## src/lfb_pkg.sv

```systemverilog
// Shared types and constants for the latest-frame two-slot buffer.
// No dependencies; imported by every module of the block.
`default_nettype none

package lfb_pkg;

    localparam int unsigned MAX_FRAME_BYTES = 1048576;
    localparam int unsigned HEADER_BYTES    = 64;
    localparam int unsigned PAD_BLOCK_BYTES = 16384;  // power of two
    localparam int unsigned MIN_FRAME_BYTES = 4;

    localparam int LEN_W   = 21;
    localparam int SEQ_W   = 32;
    localparam int STAMP_W = 64;
    localparam int SUM_W   = LEN_W + 1;
    localparam int DATA_W  = 120;

    localparam logic [SUM_W-1:0] HDR_SUM   = SUM_W'(HEADER_BYTES);
    localparam logic [SUM_W-1:0] PAD_ROUND = SUM_W'(PAD_BLOCK_BYTES - 1);
    localparam logic [LEN_W-1:0] LEN_MIN   = LEN_W'(MIN_FRAME_BYTES);
    localparam logic [LEN_W-1:0] LEN_MAX   = LEN_W'(MAX_FRAME_BYTES);

    typedef enum logic [2:0] {
        FN_OPEN    = 3'd0,
        FN_CLOSE   = 3'd1,
        FN_BEGIN   = 3'd2,
        FN_COMMIT  = 3'd3,
        FN_TAKE    = 3'd4,
        FN_RELEASE = 3'd5
    } func_t;

    typedef enum logic [1:0] {
        PH_FREE    = 2'd0,
        PH_WRITING = 2'd1,
        PH_PENDING = 2'd2,
        PH_SENDING = 2'd3
    } phase_t;

    // controller to datapath
    typedef struct packed {
        logic load;  // capture the input word
        logic exec;  // run the captured command, update slots and result
    } dp_cmd_t;

endpackage

`default_nettype wire

```

## src/lfb_ctrl.sv

```systemverilog
// Handshake controller for the latest-frame two-slot buffer.
// Depends on lfb_pkg; drives dp_cmd_t into lfb_datapath.
`default_nettype none

module lfb_ctrl
    import lfb_pkg::*;
(
    input  wire logic    clk,
    input  wire logic    rst_n,
    input  wire logic    s_tvalid,
    output logic         s_tready,
    output logic         m_tvalid,
    input  wire logic    m_tready,
    output dp_cmd_t      cmd
);

    typedef enum logic [1:0] {
        ST_IDLE,
        ST_EXEC,
        ST_OUT
    } state_t;

    state_t state_reg;

    always_ff @(posedge clk or negedge rst_n)
    begin
        if (!rst_n)
        begin
            state_reg <= ST_IDLE;
        end
        else
        begin
            case (state_reg)
                ST_IDLE:
                begin
                    if (s_tvalid)
                    begin
                        state_reg <= ST_EXEC;
                    end
                end
                ST_EXEC:
                begin
                    state_reg <= ST_OUT;
                end
                ST_OUT:
                begin
                    if (m_tready)
                    begin
                        state_reg <= ST_IDLE;
                    end
                end
                default:
                begin
                    state_reg <= ST_IDLE;
                end
            endcase
        end
    end

    assign s_tready = (state_reg == ST_IDLE);
    assign m_tvalid = (state_reg == ST_OUT);
    assign cmd.load = s_tready && s_tvalid;
    assign cmd.exec = (state_reg == ST_EXEC);

endmodule

`default_nettype wire

```

## src/lfb_datapath.sv

```systemverilog
// Slot state, header fields and result registers of the two-slot buffer.
// Depends on lfb_pkg; sequenced by lfb_ctrl through dp_cmd_t.
`default_nettype none

module lfb_datapath
    import lfb_pkg::*;
(
    input  wire logic               clk,
    input  wire logic               rst_n,
    input  wire dp_cmd_t            cmd,
    input  wire logic [2:0]         in_func,
    input  wire logic [LEN_W-1:0]   in_length,
    input  wire logic [SEQ_W-1:0]   in_seq,
    input  wire logic [STAMP_W-1:0] in_stamp,
    input  wire logic               in_sel,
    output logic                    res_status,
    output logic                    res_slot,
    output logic [SEQ_W-1:0]        res_seq,
    output logic [STAMP_W-1:0]      res_stamp,
    output logic [LEN_W-1:0]        res_wire
);

    // captured command
    logic [2:0]         func_reg;
    logic [LEN_W-1:0]   length_reg;
    logic [SEQ_W-1:0]   seq_reg;
    logic [STAMP_W-1:0] stamp_reg;
    logic               sel_reg;

    // slot state
    phase_t             phase_reg [2];
    phase_t             phase_next [2];
    logic               accept_reg;
    logic               accept_next;
    logic [SEQ_W-1:0]   slot_seq_reg [2];
    logic [STAMP_W-1:0] slot_stamp_reg [2];
    logic [LEN_W-1:0]   slot_len_reg [2];

    logic               wr_en;
    logic               wr_slot;
    logic               status_next;
    logic               slot_next;
    logic               take_ok;
    logic               pend0;
    logic               pend1;
    logic [SUM_W-1:0]   total;
    logic [SUM_W-1:0]   rounded;

    assign pend0 = (phase_reg[0] == PH_PENDING);
    assign pend1 = (phase_reg[1] == PH_PENDING);

    always_comb
    begin
        phase_next[0] = phase_reg[0];
        phase_next[1] = phase_reg[1];
        accept_next   = accept_reg;
        wr_en         = 1'b0;
        wr_slot       = 1'b0;
        status_next   = 1'b1;
        slot_next     = 1'b0;
        take_ok       = 1'b0;
        case (func_reg)
            FN_OPEN:
            begin
                accept_next = 1'b1;
                status_next = 1'b0;
            end
            FN_CLOSE:
            begin
                accept_next = 1'b0;
                status_next = 1'b0;
            end
            FN_BEGIN:
            begin
                if (accept_reg && length_reg >= LEN_MIN && length_reg <= LEN_MAX)
                begin
                    if (phase_reg[0] == PH_FREE)
                    begin
                        wr_en   = 1'b1;
                        wr_slot = 1'b0;
                    end
                    else if (phase_reg[1] == PH_FREE)
                    begin
                        wr_en   = 1'b1;
                        wr_slot = 1'b1;
                    end
                    else if (pend0 && pend1)
                    begin
                        wr_en   = 1'b1;
                        wr_slot = (slot_seq_reg[1] < slot_seq_reg[0]);
                    end
                    else if (pend0 || pend1)
                    begin
                        wr_en   = 1'b1;
                        wr_slot = pend1;
                    end
                end
                if (wr_en)
                begin
                    phase_next[wr_slot] = PH_WRITING;
                    status_next         = 1'b0;
                    slot_next           = wr_slot;
                end
            end
            FN_COMMIT:
            begin
                if (phase_reg[sel_reg] == PH_WRITING)
                begin
                    phase_next[sel_reg] = accept_reg ? PH_PENDING : PH_FREE;
                    status_next         = 1'b0;
                end
            end
            FN_TAKE:
            begin
                if (accept_reg && (pend0 || pend1))
                begin
                    take_ok = 1'b1;
                    if (pend0 && pend1)
                    begin
                        slot_next = (slot_seq_reg[1] > slot_seq_reg[0]);
                    end
                    else
                    begin
                        slot_next = pend1;
                    end
                    phase_next[!slot_next] = pend0 && pend1 ? PH_FREE : phase_reg[!slot_next];
                    phase_next[slot_next]  = PH_SENDING;
                    status_next            = 1'b0;
                end
            end
            FN_RELEASE:
            begin
                if (phase_reg[sel_reg] == PH_SENDING)
                begin
                    phase_next[sel_reg] = PH_FREE;
                    status_next         = 1'b0;
                end
            end
            default:
            begin
                status_next = 1'b1;
            end
        endcase
    end

    // pad block is a power of two: round up by add and mask
    assign total   = {1'b0, slot_len_reg[slot_next]} + HDR_SUM;
    assign rounded = (total + PAD_ROUND) & ~PAD_ROUND;

    always_ff @(posedge clk or negedge rst_n)
    begin
        if (!rst_n)
        begin
            phase_reg[0] <= PH_FREE;
            phase_reg[1] <= PH_FREE;
            accept_reg   <= 1'b0;
        end
        else if (cmd.exec)
        begin
            phase_reg[0] <= phase_next[0];
            phase_reg[1] <= phase_next[1];
            accept_reg   <= accept_next;
        end
    end

    always_ff @(posedge clk)
    begin
        if (cmd.load)
        begin
            func_reg   <= in_func;
            length_reg <= in_length;
            seq_reg    <= in_seq;
            stamp_reg  <= in_stamp;
            sel_reg    <= in_sel;
        end
        if (cmd.exec)
        begin
            if (wr_en)
            begin
                slot_len_reg[wr_slot]   <= length_reg;
                slot_seq_reg[wr_slot]   <= seq_reg;
                slot_stamp_reg[wr_slot] <= stamp_reg;
            end
            res_status <= status_next;
            res_slot   <= slot_next;
            res_seq    <= take_ok ? slot_seq_reg[slot_next] : '0;
            res_stamp  <= take_ok ? slot_stamp_reg[slot_next] : '0;
            res_wire   <= take_ok ? rounded[LEN_W-1:0] : '0;
        end
    end

endmodule

`default_nettype wire

```

## src/latest_frame_two_slot_buffer.sv

```systemverilog
// Top level of the latest-frame two-slot buffer: stream ports and packing.
// Depends on lfb_pkg, lfb_ctrl and lfb_datapath.
//
// A producer reserves, commits and a consumer takes and releases frames in
// two slots; each input word is one command and returns exactly one result
// word. The cycle after a word is accepted executes the command, and the
// result is offered from the next cycle on and held until m_tready takes
// it; s_tready stays low until the result has been taken, so a new command
// is not accepted while one is in flight. Take returns the pending frame
// with the highest sequence and its length plus header, rounded up to the
// pad block.
`default_nettype none

module latest_frame_two_slot_buffer
    import lfb_pkg::*;
(
    input  wire logic              clk,
    input  wire logic              rst_n,
    input  wire logic              s_tvalid,
    output logic                   s_tready,
    // frame_length[20:0], frame_seq[52:21], frame_stamp[116:53], slot_sel[117], zero
    input  wire logic [DATA_W-1:0] s_tdata,
    // func[2:0]
    input  wire logic [2:0]        s_tuser,
    output logic                   m_tvalid,
    input  wire logic              m_tready,
    // slot_out[0], seq_out[32:1], stamp_out[96:33], wire_length[117:97], zero
    output logic [DATA_W-1:0]      m_tdata,
    // status[0]
    output logic [0:0]             m_tuser
);

    dp_cmd_t            cmd;
    logic               res_status;
    logic               res_slot;
    logic [SEQ_W-1:0]   res_seq;
    logic [STAMP_W-1:0] res_stamp;
    logic [LEN_W-1:0]   res_wire;

    lfb_ctrl u_ctrl (
        .clk      (clk),
        .rst_n    (rst_n),
        .s_tvalid (s_tvalid),
        .s_tready (s_tready),
        .m_tvalid (m_tvalid),
        .m_tready (m_tready),
        .cmd      (cmd)
    );

    lfb_datapath u_dp (
        .clk        (clk),
        .rst_n      (rst_n),
        .cmd        (cmd),
        .in_func    (s_tuser),
        .in_length  (s_tdata[20:0]),
        .in_seq     (s_tdata[52:21]),
        .in_stamp   (s_tdata[116:53]),
        .in_sel     (s_tdata[117]),
        .res_status (res_status),
        .res_slot   (res_slot),
        .res_seq    (res_seq),
        .res_stamp  (res_stamp),
        .res_wire   (res_wire)
    );

    assign m_tdata = {2'b00, res_wire, res_stamp, res_seq, res_slot};
    assign m_tuser = res_status;

endmodule

`default_nettype wire
```

## config.mk

```make
export PLATFORM = sky130hd
export DESIGN_NAME = latest_frame_two_slot_buffer
export DESIGN_NICKNAME = d
export VERILOG_FILES = /design/src/lfb_pkg.sv /design/src/lfb_ctrl.sv /design/src/lfb_datapath.sv /design/src/latest_frame_two_slot_buffer.sv
export SDC_FILE = /design/constraint.sdc
export NUM_CORES = 1
export LEC_CHECK = 0
export BUFFER_PORTS_ARGS = -buffer_cell sky130_fd_sc_hd__buf_2
export CORE_UTILIZATION = 57
export DETAILED_ROUTE_END_ITERATION = 7
export GPL_ROUTABILITY_DRIVEN = 0
export PLACE_DENSITY_LB_ADDON = 0.12
export RECOVER_POWER = 25
export SLEW_MARGIN = 20
export SYNTH_ARGS = -nofsm -noshare
export SYNTH_HDL_FRONTEND = slang
export SYNTH_SLANG_ARGS = --single-unit
```

## constraint.sdc

```tcl
create_clock -name clk -period 19.86 [get_ports clk]
set_clock_uncertainty 0.2 [all_clocks]
set_input_delay 3.972 -clock clk [delete_from_list [all_inputs] [get_ports clk]]
set_output_delay 3.972 -clock clk [all_outputs]
set_load 0.02 [all_outputs]
```

# --- Yosys cells after proc, flatten, opt, wreduce, memory -nomap -nowiden ---
# Memory sizes are Yosys's and may differ from the RTL's. A register that Yosys moved wholly into a read port is not among the register bits.
# Index checks and enable logic that the tools add are counted.
word_totals:
  regBits: 151
  ramBits: 234
  input_bits: 127
  wordCells: 137
  mem_count: 3
mem_list:
  columns: ["name", "words", "word_bits", "read_ports", "rd_clocked_by_memory_dff", "wr", "line_no", "rtl"]
  rows:
  - ["u_dp.slot_stamp_reg", 2, 64, 1, 1, 1, "lfb_datapath.sv:36", "logic [STAMP_W-1:0] slot_stamp_reg [2];"]
  - ["u_dp.slot_seq_reg", 2, 32, 3, 1, 1, "lfb_datapath.sv:35", "logic [SEQ_W-1:0] slot_seq_reg [2];"]
  - ["u_dp.slot_len_reg", 2, 21, 1, 0, 1, "lfb_datapath.sv:37", "logic [LEN_W-1:0] slot_len_reg [2];"]
op_classes:
  add_sub_neg: 2
  order_cmp: 12
  eq_ne: 17
  mux: 57
  n_bitwise: 10
  reduce_logical: 23
op_table:
  columns: ["op", "count"]
  rows:
  - ["$gt 32x32->1", 1]
  - ["$lt 32x32->1", 1]
  - ["$mux 1", 28]
  - ["$mux 2", 14]
  - ["$add 21x14->21 const B", 1]
  - ["$add 21x7->21 const B", 1]
  - ["$ge 21x3->1 const B", 1]
  - ["$le 21x21->1 const B", 1]
  - ["$mux 4", 4]
  - ["$pmux 4 s4", 1]
  - ["$ne 2x1->1 const B", 5]
  - ["$logic_and 1x1->1", 9]
  - ["$bwmux 4", 2]
  - ["$demux 2 s1", 4]
  - ["$eq 2x2->1 const B", 4]
  - ["$ge 2x2->1 const B", 4]
  - ["$lt 2x1->1 const B", 4]
  - ["$not 1->2", 4]
  - ["$eq 3x2->1 const B", 2]
  - ["$eq 3x3->1 const B", 2]
  - ["$logic_not 2->1", 3]
  - ["$pmux 2 s3", 1]
  - ["$reduce_and 6->1", 1]
  - ["$pmux 1 s5", 1]
  - ["other kinds (17)", 22]

# --- Logic depth before layout (Yosys ltp) ---
depth:
  depth_word: 17
  mapped_depth: 12
  mapped_depth_nobuf: 10

# --- Modules after synthesis ---
# A second synthesis with hierarchy kept.
unflattened:
  hier_cells: 981
  hier_area_um2: 17441.7
modules_own_cells:
  columns: ["module", "n_inst", "cells_per_inst", "area_per_inst_um2", "seq_area_each_um2"]
  rows:
  - ["lfb_datapath", 1, 968, 17325.4, 13938.4]
  - ["lfb_ctrl", 1, 9, 90.1, 50.0]
  - ["latest_frame_two_slot_buffer", 1, 4, 26.3, 0.0]

# --- Worst setup path after synthesis ---
# Ideal clock, no wire load.
synth_timing:
  path_type: "reg2reg"
  start: "register u_ctrl.state_reg[1]"
  end: "memory u_dp.slot_len_reg[1][0], enable pin"
  setup_time_ps: 884
  arrival_time_ps: 14080
  required_time_ps: 18776
  setup_slack_ps: 4696
  path_stages_with_launch: 5
  cell_sequence: "dfrtp_1 > nand2b_1 > inv_1 > nand4_1 > nor4_1"
synth_between:
  elab_chain_len: 3
synth_rtl:
  columns: ["element", "line_no", "rtl"]
  rows:
  - ["start: declaration", "lfb_ctrl.sv:23", "state_t state_reg;"]
  - ["start signal: assignment", "lfb_ctrl.sv:29", "state_reg <= ST_IDLE;"]
  - ["start signal: assignment", "lfb_ctrl.sv:38", "state_reg <= ST_EXEC;"]
  - ["start signal: assignment", "lfb_ctrl.sv:43", "state_reg <= ST_OUT;"]
  - ["$eq 2x1->1", "lfb_ctrl.sv:63", "assign cmd.exec = (state_reg == ST_EXEC);"]
  - ["$mux 1", "lfb_datapath.sv:176", "if (cmd.exec)"]
  - ["$mux 1 (not written as such)", "lfb_datapath.sv:180", "slot_len_reg[wr_slot] <= length_reg;"]
  - ["end: declaration", "lfb_datapath.sv:37", null]
# Every way passes these cells.

# --- Final worst setup path ---
layout_timing:
  start: "register u_ctrl.state_reg[1]"
  end: "output port s_tready"
layout_between:
  elab_chain_len: 1
layout_rtl:
  columns: ["element", "line_no", "rtl"]
  rows:
  - ["$logic_not 2->1", "lfb_ctrl.sv:60", "assign s_tready = (state_reg == ST_IDLE);"]
  - ["end: declaration", "latest_frame_two_slot_buffer.sv:20", "output logic s_tready,"]
# Every way passes these cells.

==> summary.txt <==
Placement
  – Setup Slack @ Placement: 13.56 ns
  – Dpl cells: 1672
  – Buffers on Ports: 231
  – Area after DPL: 19300 sq um
  – HPWL Detailed: 19200 um

Timing
  – Rel. slew slack: -61.7%
  – Final hold violations: 0
  – Worst Slack Setup Final: 14.36 ns
  – Slew @ Worst Pin: 2.41 ns
  – Crit path time final: 5.50 ns
  – Fin. max-slew vios: 49
  – Fmax: 182 MHz
  – Setup-failing EPs final: 0
  – Setup TNS: 0 ns
  – RSZ-0062 raised after global routing: no
  – Final Cycle Share: 27.7%
  – Fin Hold WS: 0.241 ns

Critical path
  – CP startpoint kind: flop
  – Crit path capture type: primary output
  – CP required: 15.69 ns
  – CP arrival: 1.32 ns
  – Critical path class: reg2out
  – Max FO, Critical Path: 3

Floorplanning
  – I/O pins: 250
  – Die height: 179 um
  – DIE WIDTH: 179 um
  – Starting density of the core: 58.0%
  – Row count: 64
  – Total Die Area: 31900 sq um
  – Core box area: 30700 sq um

Finish
  – Final Core Density: 67.4%
  – Commonest non-fill, non-tap cell in the layout: edfxtp_1
  – Non-filler instance count after layout: 1757
  – Commonest non-fill, non-tap cells in the layout: edfxtp_1, buf_2, nand2_1, mux2i_1, clkbuf_16
  – Max reg flops: 128
  – Area of the multi-input gates: 3380 sq um
  – Fillers: 2109
  – Final std cell area, no fill: 20700 sq um
  – Nets: 1483
  – P&R area growth vs syn: 16.2%
  – FF+latch area: 14000 sq um
  – Share of cells above drive strength 1: 23.7%

Power
  – Clock power frac: 32.5%
  – Combinational power share: 13.8%
  – Flop pwr share: 53.7%
  – Net Sw Frac: 26.0%
  – Pwr dens: 117 nW/um^2
  – Internal power: 1.79 mW
  – Peak supply drop: 0.0781 mV
  – Pwr Total: 2.43 mW
  – Sw power: 0.632 mW
  – Lkg Pwr: 7.89 nW

Yosys
  – Ys flop type: edfxtp_1
  – Cell area after synthesis: 17800 sq um
  – YS warnings: 0
  – Synth top area cells: edfxtp_1, mux2i_1, nand2_1
  – Mapped Cells: 1072
  – Post-synth cell types: 54
  – FF+latch count, synth: 467
  – Post-synth top area share: 77.7%
  – Async SR Flop Fraction: 1.50%
  – Number of enable flip-flop cells after synthesis: 460
  – Avg Cell Area, Syn: 16.6 sq um
  – Seq/Total Area, Yosys: 78.7%
  – Leading area contributor after synthesis: edfxtp_1

Clocking
  – # resized after CTS: 0
  – CTS tree: built
  – Clock latency on the worst-skew pair: 0.53 ns
  – CTS Sinks: 467
  – Setup Buffers After CTS: 0
  – Inserted Clock Buffers: 45
  – Hold buffers post-CTS: 0
  – Clock-pin transition on the worst setup and hold timing paths: 0.07 ns
  – H-tree depth: 2
  – Clock Tree Buf Depth: 3
  – Clk root buf: clkbuf_16

Run
  – Max-cap violations: 1

Global routing
  – First-pass GRT wire length: 47300 um
  – Vias in the first global route: 8964
  – Largest net degree at the start of global routing: 99
  – Total Routing Usage GR: 19.8%
  – Final global-route overflow total: 0
  – Initial antenna violation count: 5

Drt
  – Avg Vias per Cell: 5.28
  – Antenna Nets Post-Route: 0
  – Pre-antenna DRT Iters: 5
  – DR iter-0 viols: 483
  – DR DRC count: 0
  – WL/cell: 17.9 um
  – Vias: 9283
  – Routed WL: 31400 um

Hold path
  – Tightest Hold Check Type: reg2reg

Outcome
  – Run status: finished, violations left
  – Failing checks: max-capacitance violations, max-slew violations
[layer usage]
layer | vias up | wire, um | GRT usage, %
met5 | - | 41 | 0
met1 | 4516 | 12700 | 25.2
met4 | 6 | 619 | 5.61
li1 | 4453 | - | -
met2 | 256 | 16200 | 34.5
met3 | 52 | 1750 | 3.86
[layout make-up]
cell class	count	share of cell area (%)
multi-input combinational	527	16.4
tap	396	2.40
inverter	38	0.697
clock inverter	28	1.02
sequential	467	67.7
clock buffer	54	5.61
timing repair buffer	245	6.17
antenna	2	0.0242
[power groups by stage]
stage                     clock, mW  combinational (mW)  sequential [mW]
final                         0.789               0.334             1.30
after global routing          0.845               0.365             1.32
after CTS                     0.807               0.338             1.30
after detailed placement          0               0.337             1.32
after global placement            0               0.333             1.32
after floorplan                   0               0.167             1.38
[final timing paths]
| check | startpoint | to | slack [ns] | depth (start not counted) |
|---|---|---|---|---|
| setup / recovery | u_ctrl.state_reg[1]$_DFFE_PN0P_ | s_tready | 14.36 | 2 |
| hold / removal | u_dp.stamp_reg[13]$_DFFE_PP_ | u_dp.slot_stamp_reg[1][13]$_DFFE_PP_ | 0.24 | 0 |
| setup reg to reg | u_dp.slot_seq_reg[1][14]$_DFFE_PP_ | u_dp.res_seq[23]$_SDFFCE_PN0N_ | 14.74 | 9 |
| hold reg to reg | u_dp.stamp_reg[13]$_DFFE_PP_ | u_dp.slot_stamp_reg[1][13]$_DFFE_PP_ | 0.24 | 0 |
| max in group asynchronous | rst_n | u_dp.phase_reg[1]$_DFFE_PN0P_ | 16.21 | 1 |
| min in group asynchronous | rst_n | u_ctrl.state_reg[1]$_DFFE_PN0P_ | 3.07 | 1 |
[critical path: stages (launching register included)]
cell and delay, ns:
dfrtp_1 0.40, nor2_1 0.19, buf_2 0.20
[Yosys cell counts, drive strengths merged (2+ instances only)]
master / n
o211a: 3
nor2: 13
o21ai: 10
or3: 4
nor4: 9
dfrtp: 7
nand4: 17
inv: 38
o2bb2ai: 2
xor2: 2
a2111oi: 2
a21oi: 23
nand2b: 5
mux2i: 105
clkbuf: 23
a31oi: 2
nor3: 5
ha: 32
buf: 32
edfxtp: 460
o211ai: 3
o31ai: 2
nor2b: 4
a211oi: 2
a31o: 2
xnor2: 10
a21boi: 3
nor3b: 2
and2: 5
nand2: 222
nand3: 7
[kinds of logic (layout without fill, tap and decap cells)]
logic type,after synthesis,in the layout,share of synthesized area [%]
compound gates,66,66,2.63
flops,467,467,78.7
xor+xnor,12,12,0.591
simple gates,295,295,7.09
mux,106,106,5.98
other cells,1,18,0.0211
fa+ha+maj,32,32,2.25
buf+inv,93,365,2.75
Note: power is estimated with default switching activity, not from simulation.
